$ cat src/sv/rk4pp_pkg.sv
// Package: types, constants and micro-program decoder of the RK4 predator-prey step block.
`default_nettype none
package rk4pp_pkg;

  localparam int FRAC_BITS_DEF = 24;

  // Configuration registers
  localparam int NUM_REGS  = 8;
  localparam int CFG_IDX_W = 4;
  localparam int CFG_W     = 31;
  localparam int REG_STEP       = 0;
  localparam int REG_BIRTH_SEX  = 1;
  localparam int REG_BIRTH_ASEX = 2;
  localparam int REG_DEATH_SEX  = 3;
  localparam int REG_DEATH_ASEX = 4;
  localparam int REG_GROWTH     = 5;
  localparam int REG_INVK_GOOD  = 6;
  localparam int REG_INVK_HARSH = 7;

  localparam logic [CFG_W-1:0] CFG_RST [NUM_REGS] = '{
    31'd50332, 31'd1677722, 31'd3355443, 31'd251658,
    31'd251658, 31'd2516582, 31'd16777216, 31'd55924053
  };

  // Scratch memory layout
  localparam int RAM_DEPTH = 32;
  localparam int ADDR_W    = 5;
  localparam logic [ADDR_W-1:0] A_P  = 5'd0;
  localparam logic [ADDR_W-1:0] A_PP = 5'd4;
  localparam logic [ADDR_W-1:0] A_K1 = 5'd8;
  localparam logic [ADDR_W-1:0] A_K2 = 5'd12;
  localparam logic [ADDR_W-1:0] A_K3 = 5'd16;
  localparam logic [ADDR_W-1:0] A_K4 = 5'd20;
  localparam logic [ADDR_W-1:0] A_T0 = 5'd24;
  localparam logic [ADDR_W-1:0] A_T1 = 5'd25;
  localparam logic [ADDR_W-1:0] A_T2 = 5'd26;

  // Program segments
  localparam int SEG_W = 4;
  localparam int OFF_W = 5;
  localparam logic [SEG_W-1:0] SEG_LOAD = 4'd0;
  localparam logic [SEG_W-1:0] SEG_D1   = 4'd1;
  localparam logic [SEG_W-1:0] SEG_S1   = 4'd2;
  localparam logic [SEG_W-1:0] SEG_D2   = 4'd3;
  localparam logic [SEG_W-1:0] SEG_S2   = 4'd4;
  localparam logic [SEG_W-1:0] SEG_D3   = 4'd5;
  localparam logic [SEG_W-1:0] SEG_S3   = 4'd6;
  localparam logic [SEG_W-1:0] SEG_D4   = 4'd7;
  localparam logic [SEG_W-1:0] SEG_F0   = 4'd8;
  localparam logic [SEG_W-1:0] SEG_F1   = 4'd9;
  localparam logic [SEG_W-1:0] SEG_F2   = 4'd10;
  localparam logic [SEG_W-1:0] SEG_F3   = 4'd11;
  localparam logic [SEG_W-1:0] SEG_LAST = SEG_F3;

  localparam int ACC_W = 36;

  typedef enum logic [3:0] {
    OP_MULF, OP_MULH, OP_ADD, OP_SUB, OP_RSUB,
    OP_ACC0, OP_ACC1, OP_DIV, OP_LOAD, OP_UPD
  } op_e;

  typedef enum logic [3:0] {
    B_RAM, B_STEP, B_BS, B_BA, B_DS, B_DA, B_GROW, B_INVK, B_ONE, B_Q25, B_Q50
  } bsrc_e;

  typedef enum logic [2:0] {
    ST_IDLE, ST_RD, ST_EX, ST_DIV, ST_WB, ST_FIN
  } state_e;

  typedef struct packed {
    op_e              op;
    logic [ADDR_W-1:0] a;
    bsrc_e            bsrc;
    logic [ADDR_W-1:0] b;
    logic [ADDR_W-1:0] d;
    logic [1:0]       pidx;
  } uop_t;

  typedef struct packed {
    logic ex_en;
    logic wb_en;
    op_e  op;
  } alu_ctrl_t;

  function automatic logic signed [31:0] sat32(logic signed [64:0] x);
    logic signed [31:0] r;
    if (x > 65'sd2147483647) r = 32'sh7fffffff;
    else if (x < -65'sd2147483648) r = 32'sh80000000;
    else r = x[31:0];
    return r;
  endfunction

  function automatic uop_t mk(op_e op, logic [ADDR_W-1:0] a, bsrc_e bs,
                              logic [ADDR_W-1:0] b, logic [ADDR_W-1:0] d, logic [1:0] p);
    uop_t u;
    u.op = op; u.a = a; u.bsrc = bs; u.b = b; u.d = d; u.pidx = p;
    return u;
  endfunction

  // One derivative evaluation: v at vb..vb+3, result at db..db+3
  function automatic uop_t deriv_uop(logic [OFF_W-1:0] off, logic [ADDR_W-1:0] vb,
                                     logic [ADDR_W-1:0] db);
    uop_t u;
    unique case (off)
      5'd0:  u = mk(OP_MULF, vb + 5'd3, B_Q25,  A_T0, A_T0, 2'd0);
      5'd1:  u = mk(OP_MULF, vb + 5'd2, B_Q25,  A_T0, A_T1, 2'd0);
      5'd2:  u = mk(OP_ADD,  A_T0,      B_RAM,  A_T1, A_T0, 2'd0);
      5'd3:  u = mk(OP_MULF, vb,        B_BS,   A_T0, A_T1, 2'd0);
      5'd4:  u = mk(OP_MULF, A_T1,      B_RAM,  A_T0, A_T1, 2'd0);
      5'd5:  u = mk(OP_MULF, vb,        B_DS,   A_T0, A_T2, 2'd0);
      5'd6:  u = mk(OP_SUB,  A_T1,      B_RAM,  A_T2, db,   2'd0);
      5'd7:  u = mk(OP_MULF, vb + 5'd3, B_Q50,  A_T0, A_T0, 2'd0);
      5'd8:  u = mk(OP_MULF, vb + 5'd1, B_BA,   A_T0, A_T1, 2'd0);
      5'd9:  u = mk(OP_MULF, A_T1,      B_RAM,  A_T0, A_T1, 2'd0);
      5'd10: u = mk(OP_MULF, vb + 5'd1, B_DA,   A_T0, A_T2, 2'd0);
      5'd11: u = mk(OP_SUB,  A_T1,      B_RAM,  A_T2, db + 5'd1, 2'd0);
      5'd12: u = mk(OP_MULF, vb + 5'd2, B_GROW, A_T0, A_T0, 2'd0);
      5'd13: u = mk(OP_MULF, vb + 5'd2, B_INVK, A_T0, A_T1, 2'd0);
      5'd14: u = mk(OP_RSUB, A_T1,      B_ONE,  A_T0, A_T1, 2'd0);
      5'd15: u = mk(OP_MULF, A_T0,      B_RAM,  A_T1, A_T0, 2'd0);
      5'd16: u = mk(OP_MULF, vb,        B_Q25,  A_T0, A_T1, 2'd0);
      5'd17: u = mk(OP_MULF, vb + 5'd2, B_RAM,  A_T1, A_T1, 2'd0);
      5'd18: u = mk(OP_SUB,  A_T0,      B_RAM,  A_T1, db + 5'd2, 2'd0);
      5'd19: u = mk(OP_MULF, vb + 5'd3, B_GROW, A_T0, A_T0, 2'd0);
      5'd20: u = mk(OP_MULF, vb + 5'd3, B_INVK, A_T0, A_T1, 2'd0);
      5'd21: u = mk(OP_RSUB, A_T1,      B_ONE,  A_T0, A_T1, 2'd0);
      5'd22: u = mk(OP_MULF, A_T0,      B_RAM,  A_T1, A_T0, 2'd0);
      5'd23: u = mk(OP_MULF, vb + 5'd1, B_Q50,  A_T0, A_T1, 2'd0);
      5'd24: u = mk(OP_MULF, vb,        B_Q25,  A_T0, A_T2, 2'd0);
      5'd25: u = mk(OP_ADD,  A_T1,      B_RAM,  A_T2, A_T1, 2'd0);
      5'd26: u = mk(OP_MULF, vb + 5'd3, B_RAM,  A_T1, A_T1, 2'd0);
      5'd27: u = mk(OP_SUB,  A_T0,      B_RAM,  A_T1, db + 5'd3, 2'd0);
      default: u = mk(OP_LOAD, A_T2,    B_RAM,  A_T2, A_T2, 2'd0);
    endcase
    return u;
  endfunction

  // Intermediate point: pp = p + k*h (half or full)
  function automatic uop_t step_uop(logic [OFF_W-1:0] off, logic [ADDR_W-1:0] kb,
                                    logic half);
    uop_t u;
    logic [ADDR_W-1:0] i;
    i = {3'd0, off[2:1]};
    if (!off[0]) u = mk(half ? OP_MULH : OP_MULF, kb + i, B_STEP, A_T0, A_T0, 2'd0);
    else u = mk(OP_ADD, A_P + i, B_RAM, A_T0, A_PP + i, 2'd0);
    return u;
  endfunction

  // Final update of population i
  function automatic uop_t final_uop(logic [OFF_W-1:0] off, logic [1:0] i);
    uop_t u;
    logic [ADDR_W-1:0] ia;
    ia = {3'd0, i};
    unique case (off)
      5'd0: u = mk(OP_ACC0, A_K1 + ia, B_RAM,  A_K2 + ia, A_T0, i);
      5'd1: u = mk(OP_ACC1, A_K3 + ia, B_RAM,  A_K4 + ia, A_T0, i);
      5'd2: u = mk(OP_DIV,  A_T0,      B_RAM,  A_T0,      A_T0, i);
      5'd3: u = mk(OP_MULF, A_T0,      B_STEP, A_T0,      A_T0, i);
      5'd4: u = mk(OP_UPD,  A_P + ia,  B_RAM,  A_T0,      A_T0, i);
      default: u = mk(OP_LOAD, A_T2,   B_RAM,  A_T2,      A_T2, 2'd0);
    endcase
    return u;
  endfunction

  function automatic uop_t decode_uop(logic [SEG_W-1:0] seg, logic [OFF_W-1:0] off);
    uop_t u;
    unique case (seg)
      SEG_LOAD: u = mk(OP_LOAD, A_P, B_RAM, A_P, A_P + {3'd0, off[1:0]}, off[1:0]);
      SEG_D1:   u = deriv_uop(off, A_P,  A_K1);
      SEG_S1:   u = step_uop(off, A_K1, 1'b1);
      SEG_D2:   u = deriv_uop(off, A_PP, A_K2);
      SEG_S2:   u = step_uop(off, A_K2, 1'b1);
      SEG_D3:   u = deriv_uop(off, A_PP, A_K3);
      SEG_S3:   u = step_uop(off, A_K3, 1'b0);
      SEG_D4:   u = deriv_uop(off, A_PP, A_K4);
      SEG_F0:   u = final_uop(off, 2'd0);
      SEG_F1:   u = final_uop(off, 2'd1);
      SEG_F2:   u = final_uop(off, 2'd2);
      SEG_F3:   u = final_uop(off, 2'd3);
      default:  u = mk(OP_LOAD, A_T2, B_RAM, A_T2, A_T2, 2'd0);
    endcase
    return u;
  endfunction

  // Last offset of each segment
  function automatic logic [OFF_W-1:0] seg_last_off(logic [SEG_W-1:0] seg);
    logic [OFF_W-1:0] r;
    unique case (seg)
      SEG_LOAD:                       r = 5'd3;
      SEG_D1, SEG_D2, SEG_D3, SEG_D4: r = 5'd27;
      SEG_S1, SEG_S2, SEG_S3:         r = 5'd7;
      default:                        r = 5'd4;
    endcase
    return r;
  endfunction

endpackage
`default_nettype wire

$ cat src/sv/rk4pp_div6.sv
// Floor((x + 3) / 6) for the RK4 weighted average, by reciprocal multiplication in two passes.
`default_nettype none
module rk4pp_div6 (
  input  wire logic                               clk_i,
  input  wire logic                               rst_ni,
  input  wire logic                               start_i,
  input  wire logic signed [rk4pp_pkg::ACC_W-1:0] x_i,
  output logic                                    done_o,
  output logic signed [31:0]                      q_o
);

  localparam int N  = rk4pp_pkg::ACC_W;
  localparam int ZW = 33;   // |x + 3| / 2 fits in 33 bits
  localparam int MW = 51;   // 17 x 34 bit partial product
  localparam int PW = 67;
  // ceil(2^35 / 3): floor(z * RECIP3 / 2^35) == floor(z / 3) for z < 2^35
  localparam logic [33:0] RECIP3 = 34'h2AAAAAAAB;

  logic              lo_q, hi_q, done_q, neg_q;
  logic [ZW-1:0]     z_q;
  logic [PW-1:0]     prod_q;
  logic [16:0]       mop;
  logic [MW-1:0]     pmul;
  logic [N-1:0]      mag;
  logic signed [N:0] xx;
  logic [31:0]       quo, qneg;

  always_comb begin
    xx   = (N+1)'(x_i) + (N+1)'(3);
    mag  = xx[N] ? N'(-xx + (N+1)'(5)) : N'(xx);
    // low half of z first, high half second
    mop  = lo_q ? {1'b0, z_q[15:0]} : z_q[32:16];
    pmul = {34'd0, mop} * {17'd0, RECIP3};
    quo  = prod_q[PW-1:35];
    qneg = 32'd0 - quo;
    q_o  = neg_q ? qneg : quo;
  end

  always_ff @(posedge clk_i or negedge rst_ni) begin
    if (!rst_ni) begin
      lo_q   <= 1'b0;
      hi_q   <= 1'b0;
      done_q <= 1'b0;
    end else begin
      lo_q   <= start_i;
      hi_q   <= lo_q;
      done_q <= hi_q;
    end
  end

  always_ff @(posedge clk_i) begin
    if (start_i) begin
      // floor(m / 6) == floor(floor(m / 2) / 3)
      z_q   <= mag[ZW:1];
      neg_q <= xx[N];
    end
    if (lo_q) begin
      prod_q <= PW'(pmul);
    end else if (hi_q) begin
      prod_q <= prod_q + {pmul, 16'd0};
    end
  end

  assign done_o = done_q;

endmodule
`default_nettype wire

$ cat config.mk
export PLATFORM = sky130hd
export DESIGN_NAME = rk4pp_div6
export DESIGN_NICKNAME = d
export VERILOG_FILES = /design/src/sv/rk4pp_pkg.sv /design/src/sv/rk4pp_div6.sv
export SDC_FILE = /design/constraint.sdc
export NUM_CORES = 1
export LEC_CHECK = 0
export BUFFER_PORTS_ARGS = -buffer_cell sky130_fd_sc_hd__buf_2
export CAP_MARGIN = 10
export CORE_UTILIZATION = 37
export CTS_BUF_LIST = sky130_fd_sc_hd__clkbuf_8
export CTS_CLUSTER_DIAMETER = 80
export DETAILED_ROUTE_END_ITERATION = 6
export SYNTH_ARGS = -nofsm -noshare
export SYNTH_HDL_FRONTEND = slang
export SYNTH_SLANG_ARGS = --single-unit
$ cat constraint.sdc
create_clock -name clk_i -period 22.6 [get_ports clk_i]
set_clock_uncertainty 0.15 [all_clocks]
set_input_delay 4.52 -clock clk_i [delete_from_list [all_inputs] [get_ports clk_i]]
set_output_delay 4.52 -clock clk_i [all_outputs]
set_load 0.005 [all_outputs]
# After elaboration in Yosys (flattened, before gate mapping)
# Index checks and enable logic that the tools add are counted.
# op_classes
n_addsub,5
multipliers,1
n_mux,5
reduce_logical,1
# op_table
cell,count
$mux W51,2
$add A67 B67 Y67,1
$mul A17 B34 Y51 const B,1
$add A36 B3 Y37 const B,1
$add A34 B4 Y34 const B,1
$mux W34,1
$neg A34 Y34,1
$mux W32,1
$sub A1 B32 Y32 const A,1
$mux W17,1
$reduce_bool A2 Y1,1
# word_totals
regBits,104
input_bits,39

# Logic depth before layout (Yosys ltp)
# Gate-level depths: netlist of run 1.
# logic_depth
word_depth,5
ltp_mapped,38
mapped_depth_nobuf,35

# Worst setup path before layout of run 1
# OpenSTA, ideal clock, no wires.
# synth_timing
kind,register to register
start,register lo_q
end,register prod_q[66]
arrival_time_ns,8.787
t_required_ns,22.329
path_slack_ns,13.542
path_stages_with_launch,34
synth_period_minus_slack_ns,9.058
path_cell_list,dfrtp_1 > clkbuf_1 > buf_1 > mux2_2 > ha_1 > inv_1 > fa_1 > fa_1 > fa_1 > inv_1 > fa_1 > inv_1 > fa_1 > inv_1 > ha_1 > a211o_1 > a211o_1 > a31oi_1 > o21bai_1 > a21o_1 > a21oi_1 > xnor2_1 > ha_1 > buf_2 > a211oi_1 > nor3_1 > o311ai_0 > nand2b_1 > o311ai_2 > a211oi_1 > a311o_1 > a21oi_1 > nand3b_1 > mux2_2
# synth_via
elab_chain_cells,3
# synth_rtl
element,line_no,source
start: declaration,rk4pp_div6.sv:19,"logic lo_q, hi_q, done_q, neg_q;"
start signal: assignment,rk4pp_div6.sv:45,lo_q <= start_i;
$mux W17,rk4pp_div6.sv:32,"mop = lo_q ? {1'b0, z_q[15:0]} : z_q[32:16];"
$mul A17 B34 Y51,rk4pp_div6.sv:33,"pmul = {34'd0, mop} * {17'd0, RECIP3};"
$add A67 B67 Y67,rk4pp_div6.sv:60,"prod_q <= prod_q + {pmul, 16'd0};"
end signal: assignment,rk4pp_div6.sv:58,prod_q <= PW'(pmul);
end signal: assignment,rk4pp_div6.sv:60,
end: declaration,rk4pp_div6.sv:21,logic [PW-1:0] prod_q;
# Parallel ways exist; a longest one is shown, timed or not.
# A chain may end at the register's enable or synchronous reset.

# Final worst setup path of run 1
# Ends and elaborated chain as after synthesis.

==> metrics, run 1 <==
Post-Route WL=35400 um; largest net degree at the start of global routing=73; Worst Hold Class=flop to flop; Pins Over Slew Limit=0; Buffers on Ports=71; RR Startpoint=lo_q$_DFF_PN0_; syn avg cell area=8.71 um^2; gr usage total=0.186; crit path launch=lo_q$_DFF_PN0_; Worst setup endpoint=prod_q[66]$_SDFFE_PP0P_; detailed placer's ending HPWL=29600 um; DRT Pass-1 Iters=5; CTS tree=built; Max Cap Violations=0; number of synthesized register bits=88; Max Fanout on Critical Path=18; Most common cell on crit path=fa_1; ys async rst share=0.0341; Crit path largest cell delay=0.63 ns; vias per cell=5.32; most frequent cells in the layout=216 x inv_1, 183 x ha_1, 110 x xnor2_1; Layout Nets=1968; post-cts resize count=0; CTS sink cnt=88; Critical-path top delay cell=dfrtp_2; placed cell count=2144; R2R cell count=30; RePlAce Congestion=0.928; flop-to-flop setup slack=13.17 ns; status=finished clean; die width=197 um; FF/Latch Area=2470 um^2; Hold Buf Count CTS=0; post-synth net total=1928; # setup viols final=0; crit path time final=9.43 ns; startpoint types=flop; Synth Instances=1611; global route overflow=0; drt drc=0; Root Driver=clkbuf_8; Slew Limit Headroom=0.237; Final Hold Violating Endpoints=0; Unique masters post-synth=81; number of synthesized flops with an enable pin=69; R2R Path End=prod_q[66]$_SDFFE_PP0P_; CP Capture Type=flop; fin area=15100 um^2; TritonCTS buffer count=9; area grow syn2layout=7.29%; Post-Layout Cell Count=2160; multi-input logic area=10600 um^2; Ant. Diodes=0; Row Count=70; Fillers=3787; Setup CP Type=flop to flop; global-route wire length before repair=57800 um; initial DRC count=741; post-DR wirelength/cell=16.4 um; Vert. Die Dim=197 um; GR Layer Usage met2=0.311; commonest non-fill, non-tap cell in the layout=inv_1; met3 global-route usage=0.0173; CTS clk-pin slew, worst paths=0.10 ns; register area share after synthesis=0.176; Yosys warning count=0; Final ANT Viol Nets=0; Clock Path Buffers=2; final period utilization=0.417; worst slew pin tran=1.14 ns; fmax=0.106 GHz; Max H-tree Level=3; dpl cell area=14900 um^2; I/O pins=72; share of cells above drive strength 1=0.0827; postcts setup bufs=0; WP data required=22.74 ns; vias in the first global route=11154; Via Count=11492; synthesized cell area=14000 um^2; gr busiest metal=met2; setup_tns=0 ns; core footprint=37000 um^2; RSZ-0062 raised after global routing=no; Top FF cell, synth=edfxtp_1; die area=38700 um^2; GRT met1 Usage=0.263; Initial Utilization=0.380; Critical Path AT=9.56 ns; initial antenna violation count=0; latest clock arrival within the worst-skew pair=0.39 ns
[logic make-up after synthesis]
| group | count (synthesis) | synth area share |
|---|---|---|
| AND/OR/NAND/NOR | 389 | 0.143 |
| adder cells (fa/ha/maj) | 278 | 0.299 |
| flip-flops | 88 | 0.176 |
| multiplexers | 29 | 0.0227 |
| AO/OA/AOI/OAI | 396 | 0.182 |
| buffers and inverters | 261 | 0.0713 |
| XOR/XNOR | 170 | 0.106 |
[worst min path at each step]
stage               slack (ns)                      end                    start  cells past startpoint
floorplan                 0.22         done_o$_DFF_PN0_           hi_q$_DFF_PN0_                      0
global placement          0.37  prod_q[51]$_SDFFE_PP0P_  prod_q[51]$_SDFFE_PP0P_                      2
detailed placement        0.36  prod_q[65]$_SDFFE_PP0P_  prod_q[65]$_SDFFE_PP0P_                      2
CTS                       0.38  prod_q[65]$_SDFFE_PP0P_  prod_q[65]$_SDFFE_PP0P_                      2
global route              0.41  prod_q[51]$_SDFFE_PP0P_  prod_q[51]$_SDFFE_PP0P_                      2
finish                    0.38  prod_q[51]$_SDFFE_PP0P_  prod_q[51]$_SDFFE_PP0P_                      2
[per-stage QoR]
stage | hold slack (ns) | worst slack [ns] | util
detailed placement | 0.364 | 13.17 | 0.402
CTS | 0.380 | 13.12 | 0.407
finish | 0.377 | 13.17 | 0.407
global placement | 0.365 | 13.29 | 0.402
floorplan | 0.223 | 13.54 | -
global route | 0.406 | 12.42 | 0.407
[synth_stat cells, types with 5 or more instances]
library cell / number / share of area
and3_1: 22 / 0.0098
a211oi_1: 9 / 0.0048
edfxtp_1: 69 / 0.15
xor2_1: 60 / 0.037
o31ai_1: 15 / 0.0080
o21a_1: 5 / 0.0027
inv_1: 214 / 0.057
and4_1: 6 / 0.0037
buf_2: 5 / 0.0018
o21ai_0: 94 / 0.034
nor2_1: 70 / 0.019
and2_1: 10 / 0.0045
a31oi_1: 22 / 0.0098
nor3_1: 28 / 0.010
nor2b_1: 14 / 0.0062
a221oi_1: 5 / 0.0031
clkbuf_1: 34 / 0.0091
ha_1: 183 / 0.16
fa_1: 95 / 0.14
nand2_1: 109 / 0.029
mux2i_1: 6 / 0.0043
or2_2: 5 / 0.0022
a21oi_1: 103 / 0.037
nand3b_1: 6 / 0.0032
or4_1: 9 / 0.0048
a211o_1: 5 / 0.0031
xnor2_1: 110 / 0.069
a21o_1: 49 / 0.026
nor4_1: 5 / 0.0022
mux2_2: 23 / 0.018
nand2b_1: 12 / 0.0054
o21bai_1: 23 / 0.012
nand4_1: 20 / 0.0089
buf_1: 5 / 0.0013
dfxtp_1: 16 / 0.023
nand3_1: 41 / 0.015
or3_1: 9 / 0.0040
o211ai_1: 14 / 0.0075
[layer usage]
layer	routed length (um)	vias to the layer above	share of wire
met5	0	-	0
met4	300	0	0.0085
met3	1370	18	0.039
met2	16300	273	0.46
met1	17400	5456	0.49
li1	-	5745	-
[worst max-delay path, delay by kind of cell (launching register included)]
kind                     cells  cell delay (ns)
adder cells (fa/ha/maj)      8             3.76
AO/OA/AOI/OAI               12             3.12
AND/OR/NAND/NOR              3             0.42
buffers and inverters        4             0.27
XOR/XNOR                     1             0.19
flip-flops                   1             0.63
multiplexers                 2             0.76
[flip-flops by register name, indices dropped and copies added, names as in the netlist]
name,cells
done_o,1
hi_q,1
lo_q,1
neg_q,1
prod_q,51
z_q,33
[cell type report]
| cell class | instances | share of cell area |
|---|---|---|
| inverters | 214 | 0.0534 |
| multi-input cells | 1262 | 0.702 |
| flip-flops and latches | 88 | 0.164 |
| repair buffers | 76 | 0.0261 |
| clock buffers | 10 | 0.00914 |
| well taps | 504 | 0.0419 |
| clock inverters | 6 | 0.00349 |
Power of run 1 is not shown: default switching activity piles up to over one toggle a cycle in this logic, so the estimate is an artifact.
==> inputs of run 2 (changes only) <==
Settings changed: ABC_AREA set to 1.
Clock period 22.6 ns to 8.4 ns, I/O delays scaled along.
==> run 2 against run 1 <==
Core utilization grew 0.69 points. Worst setup slack lost 13 ns. First-iteration DRC count grew 36%. Via count grew 37%. Worst hold slack gained 0.029 ns. Critical path depth grew 1. Die area grew 14%. Global-route usage grew 5.7 points. Clock-buffer cell count shrank 1. Non-clock buffer count grew 22. Sequential cell count is the same.
==> metrics, run 2 <==
min-delay src=prod_q[66]$_SDFFE_PP0P_; Final ANT Viol Nets=0 (unchanged); global-route wire length before repair=83200 um (+44%); I/O pins=72 (unchanged); Max H-tree Level=3 (unchanged); Ant. Diodes=0 (unchanged); register area share after synthesis=0.154 (-0.0222); Worst Hold Class=flop to flop; drt drc=0 (unchanged); gr usage total=0.243 (+0.0568); R2R cell count=31 (+3.3%); vias in the first global route=15653 (+40%); Top FF cell, synth=edfxtp_1; worst hold path endpoint=prod_q[66]$_SDFFE_PP0P_; Post-Route WL=52200 um (+47%); setup_tns=0 ns (unchanged); ys async rst share=0.0341 (unchanged); Row Count=75 (+7.1%); top cells by area, synth=nand2_1 15%, ha_1 14%, edfxtp_1 13%, fa_1 12%, inv_1 10%; R2R Path End=prod_q[44]$_DFFE_PP_; area grow syn2layout=9.40%; Clock Path Buffers=2 (unchanged); Hold Path Depth=3 (+1); final period utilization=0.945 (+0.528); Unique masters post-synth=45 (-44%); CTS tree=built; global route overflow=0 (unchanged); commonest non-fill, non-tap cell in the layout=nand2_1; synthesized cell area=16100 um^2 (+14%); CTS clk-pin slew, worst paths=0.10 ns (about the same); DRT Pass-1 Iters=6 (+1); TritonCTS buffer count=9 (unchanged); Setup CP Type=flop to flop; biggest regs=prod_q x51, z_q x33; Slew Limit Headroom=0.418 (+0.181); fmax=0.126 GHz (+19%); largest net degree at the start of global routing=57 (-22%); Root Driver=clkbuf_8; Crit path largest cell delay=0.55 ns (-0.08 ns); Max Fanout on Critical Path=17 (-1); die width=210 um (+6.9%); Synth top area share=0.147 (-0.0159); Reg with most FFs=prod_q; Synth Instances=2429 (+51%); initial antenna violation count=1 (+1); Final Hold Violating Endpoints=0 (unchanged); core footprint=42400 um^2 (+15%); CP Capture Type=flop; CTS sink cnt=88 (unchanged); Yosys warning count=0 (unchanged); RePlAce Congestion=1.03 (+10%); initial DRC count=1006 (+36%); share of cells above drive strength 1=0.0795 (-0.00324); WP data required=8.46 ns (-14.28 ns); number of synthesized register bits=88 (unchanged); Pins Over Slew Limit=0 (unchanged); Post-synth top cells=630 x nand2_1, 440 x inv_1, 260 x nor2_1; status=finished clean; syn avg cell area=6.61 um^2 (-24%); detailed placer's ending HPWL=45100 um (+52%); Initial Utilization=0.379 (-0.00101); Layout Nets=2828 (+44%); worst slew pin tran=0.872 ns (-0.269 ns); most frequent cells in the layout=630 x nand2_1, 438 x inv_1, 258 x nor2_1; Buffers on Ports=71 (unchanged); flop-to-flop setup slack=0.46 ns (-12.71 ns); post-synth net total=2746 (+42%); Critical Path AT=8.00 ns (-1.56 ns); cell taking the most area after synthesis=nand2_1; post-DR wirelength/cell=16.9 um (+3.0%); max reg flops=51 (unchanged); Vert. Die Dim=210 um (+6.9%); latest clock arrival within the worst-skew pair=0.46 ns (+0.07 ns); # setup viols final=0 (unchanged); most frequent cell after synthesis=nand2_1; die area=44200 um^2 (+14%); Max Cap Violations=0 (unchanged); number of synthesized flops with an enable pin=69 (unchanged); RR Startpoint=lo_q$_DFF_PN0_; Hold Buf Count CTS=0 (unchanged); Via Count=15729 (+37%); vias per cell=5.09 (-4.4%); placed cell count=3072 (+43%); Post-Layout Cell Count=3093 (+43%); final core occ=0.414 (+0.00691); crit path time final=7.94 ns (-1.49 ns); Critical-path top delay cell=fa_1; startpoint types=flop
==> run 2: cell type report <==
class / count / area [um^2]
Clock buffer: 9 / 124
Clock inverter: 7 / 119
Inverter: 446 / 1670
Multi-Input combinational cell: 1868 / 11900
Sequential cell: 88 / 2470
Timing Repair Buffer: 98 / 571
Fill cell: 4568 / 24800
Tap cell: 577 / 722
==> run 2: how the worst max path moves through the flow <==
stage / startpoint / to / slack, ns
5_1_grt: lo_q$_DFF_PN0_ / prod_q[55]$_SDFFE_PP0P_ / -0.03
6_report: lo_q$_DFF_PN0_ / prod_q[44]$_DFFE_PP_ / 0.46
4_1_cts: lo_q$_DFF_PN0_ / prod_q[64]$_SDFFE_PP0P_ / 0.34
3_5_place_dp: lo_q$_DFF_PN0_ / prod_q[66]$_SDFFE_PP0P_ / 0.32
2_1_floorplan: lo_q$_DFF_PN0_ / prod_q[63]$_SDFFE_PP0P_ / 0.62
3_3_place_gp: lo_q$_DFF_PN0_ / prod_q[64]$_SDFFE_PP0P_ / 0.31
==> run 2: critical path: cells and delay by family (launching register included) <==
kind                     cells  cell delay, ns
AO/OA/AOI/OAI                8            1.62
buffers and inverters        8            1.02
adder cells (fa/ha/maj)      8            3.52
AND/OR/NAND/NOR              5            0.64
XOR/XNOR                     2            0.35
flip-flops                   1            0.41
==> run 2: layer usage <==
| layer | vias up | track usage | wire length, um |
|---|---|---|---|
| met1 | 7348 | 0.298 | 22800 |
| li1 | 7882 | - | - |
| met4 | 0 | 0.0894 | 1910 |
| met5 | - | 0 | 0 |
| met3 | 103 | 0.0323 | 2150 |
| met2 | 396 | 0.430 | 25300 |
==> run 2: repair_timing <==
| item | in CTS | in global routing |
|---|---|---|
| setup endpoints to repair | 0 | 18 |
| buffers inserted | 0 | 5 |
| hold endpoints to repair | 0 | 0 |
| resized for setup | 0 | 24 |
==> run 2: cells by family after synthesis <==
kind of cell | synth area share
AOI/OAI and AO/OA | 0.106
xor gates and xnor gates | 0.0578
adders and majority gates | 0.261
buffers and inverters | 0.111
DFF | 0.154
muxes | 0.000701
and+or+nand+nor | 0.310
==> run 2: through the flow <==
step / instance area (um^2) / worst slack, ns / hold slack (ns)
2_1_floorplan: 16100 / 0.621 / 0.202
3_3_place_gp: 17200 / 0.310 / 0.366
3_5_place_dp: 17200 / 0.322 / 0.378
4_1_cts: 17400 / 0.336 / 0.403
5_1_grt: 17600 / -0.0284 / 0.457
6_report: 17600 / 0.462 / 0.406
Power of run 2 is left out for the same reason.
==> inputs of run 3 (changes only) <==
Settings changed: ABC_AREA 1 to unset.
==> run 3 against run 2 <==
Worst setup slack got worse by 0.24 ns. Sequential cell count unchanged. Sequential share of layout area increased by 0.45 points. Critical endpoint is now prod_q[66]$_SDFFE_PP0P_. Register-to-register slack got worse by 0.24 ns.
==> metrics, run 3 (same netlist as run 1, synthesis figures left out) <==
CTS sink cnt=88 (unchanged); Ant. Diodes=0 (unchanged); Critical Path AT=8.33 ns (+0.33 ns); initial DRC count=610 (-39%); biggest regs=prod_q x51, z_q x33; I/O pins=72 (unchanged); commonest non-fill, non-tap cell in the layout=inv_1; fmax=0.122 GHz (-2.9%); Hold Buf Count CTS=0 (unchanged); Initial Utilization=0.380 (+0.00101); drt drc=0 (unchanged); global-route wire length before repair=59300 um (-29%); Reg with most FFs=prod_q; TritonCTS buffer count=9 (unchanged); Worst Hold Class=flop to flop; max reg flops=51 (unchanged); core footprint=37000 um^2 (-13%); RSZ-0062 raised after global routing=yes; Post-Route WL=37000 um (-29%); Final ANT Viol Nets=0 (unchanged); die area=38700 um^2 (-13%); # setup viols final=0 (unchanged); CTS clk-pin slew, worst paths=0.12 ns (+0.02 ns); Max H-tree Level=3 (unchanged); DRT Pass-1 Iters=5 (-1); Slew Limit Headroom=0.426 (+0.00722); Root Driver=clkbuf_8; Vert. Die Dim=197 um (-6.5%); area grow syn2layout=21.3%; die width=197 um (-6.5%); vias per cell=5.21 (+2.5%); Clock Path Buffers=2 (unchanged); startpoint types=flop; latest clock arrival within the worst-skew pair=0.40 ns (-0.06 ns); Worst path top cell family by delay=adder cells; Final Hold Violating Endpoints=0 (unchanged); CTS tree=built; final period utilization=0.973 (+0.0282); initial antenna violation count=0 (-1); RePlAce Congestion=0.915 (-11%); Setup CP Type=flop to flop; detailed placer's ending HPWL=31000 um (-31%); Pins Over Slew Limit=0 (unchanged); status=finished clean; Fillers=3635 (-20%); crit path time final=8.18 ns (+0.237 ns); Row Count=70 (-6.7%); most frequent cells in the layout=204 x inv_1, 174 x buf_4, 163 x ha_1; vias in the first global route=11743 (-25%); gr usage total=0.191 (-0.0519); Crit path largest cell delay=0.57 ns (+0.02 ns); CP Buf/Inv Count=5 (-3); largest net degree at the start of global routing=41 (-28%); worst slew pin tran=0.860 ns (-0.0126 ns); CP Capture Type=flop; Max Cap Violations=0 (unchanged); Most common cell on crit path=fa_2; Critical-path top delay cell=fa_2; Via Count=12167 (-23%); Buffers on Ports=71 (unchanged); WP data required=8.55 ns (+0.09 ns); post-DR wirelength/cell=15.8 um (-6.1%); worst hold slack=0.378 ns (-0.0285 ns); global route overflow=0 (unchanged); share of cells above drive strength 1=0.227 (+0.148); Layout Nets=2143 (-24%); Max Fanout on Critical Path=5 (-12)
==> run 3: cell count changes in the layout (fill, tap and decap cells not counted), moves of 25 or more <==
cell / delta
nand2_1: -522
inv_1: -234
nor2_1: -190
buf_4: +148
nand3_1: -98
xnor2_1: +82
a21oi_1: -65
a21o_1: +43
o21ai_0: -27
xor2_1: -25
==> run 3: layer usage <==
metal | routed length, um | vias up | global-route usage
met4 | 629 | 0 | 0.0376
met1 | 17400 | 5783 | 0.262
met5 | 0 | - | 0
li1 | - | 6085 | -
met2 | 17700 | 257 | 0.326
met3 | 1270 | 42 | 0.0166
==> run 3: final timing paths <==
check	from	endpoint	slack (ns)	cells past startpoint
min in group asynchronous	rst_ni	done_o$_DFF_PN0_	0.93	1
setup reg to reg	lo_q$_DFF_PN0_	prod_q[66]$_SDFFE_PP0P_	0.22	30
hold reg to reg	prod_q[51]$_SDFFE_PP0P_	prod_q[51]$_SDFFE_PP0P_	0.38	2
max in group asynchronous	rst_ni	lo_q$_DFF_PN0_	7.01	1
hold / removal	prod_q[51]$_SDFFE_PP0P_	prod_q[51]$_SDFFE_PP0P_	0.38	2
setup / recovery	lo_q$_DFF_PN0_	prod_q[66]$_SDFFE_PP0P_	0.22	30
==> run 3: timing repair <==
action | in CTS | in global routing
pin swaps | 4 | 71
setup endpoints to repair | 2 | 24
endpoints found under the hold margin | 0 | 0
buffers inserted | 7 | 16
resized for setup | 10 | 118
==> run 3: area by class of cell <==
cell class / instances / area (um^2) / share of cell area
clock buffer: 10 / 138 / 0.00809
clock inverter: 6 / 42.5 / 0.00250
inverter: 214 / 803 / 0.0472
multi-input combinational: 1262 / 11200 / 0.659
sequential: 88 / 2470 / 0.145
tap: 504 / 631 / 0.0371
timing repair buffer: 251 / 1730 / 0.102
==> run 3: worst reg2reg max path: cells and delay by family, from the launching register on <==
kind,cells,cell delay (ns)
adders and majority gates,8,3.29
AOI/OAI and AO/OA,12,2.57
buffers and inverters,5,0.54
and+or+nand+nor,2,0.30
xor gates and xnor gates,1,0.16
muxes,2,0.63
DFF,1,0.46
==> run 3: per-stage QoR <==
step	std cells	setup slack [ns]	area [um^2]	util	setup TNS (ns)
3_5_place_dp	2296	-0.112	16100	0.435	-0.131
4_1_cts	2319	-0.0319	16300	0.442	-0.0446
5_1_grt	2335	-0.0946	17000	0.460	-0.250
3_3_place_gp	2296	-0.0183	16100	0.435	-0.0223
6_report	2335	0.225	17000	0.460	0
2_1_floorplan	1611	0.00589	14100	-	0
Power of run 3 is left out for the same reason.
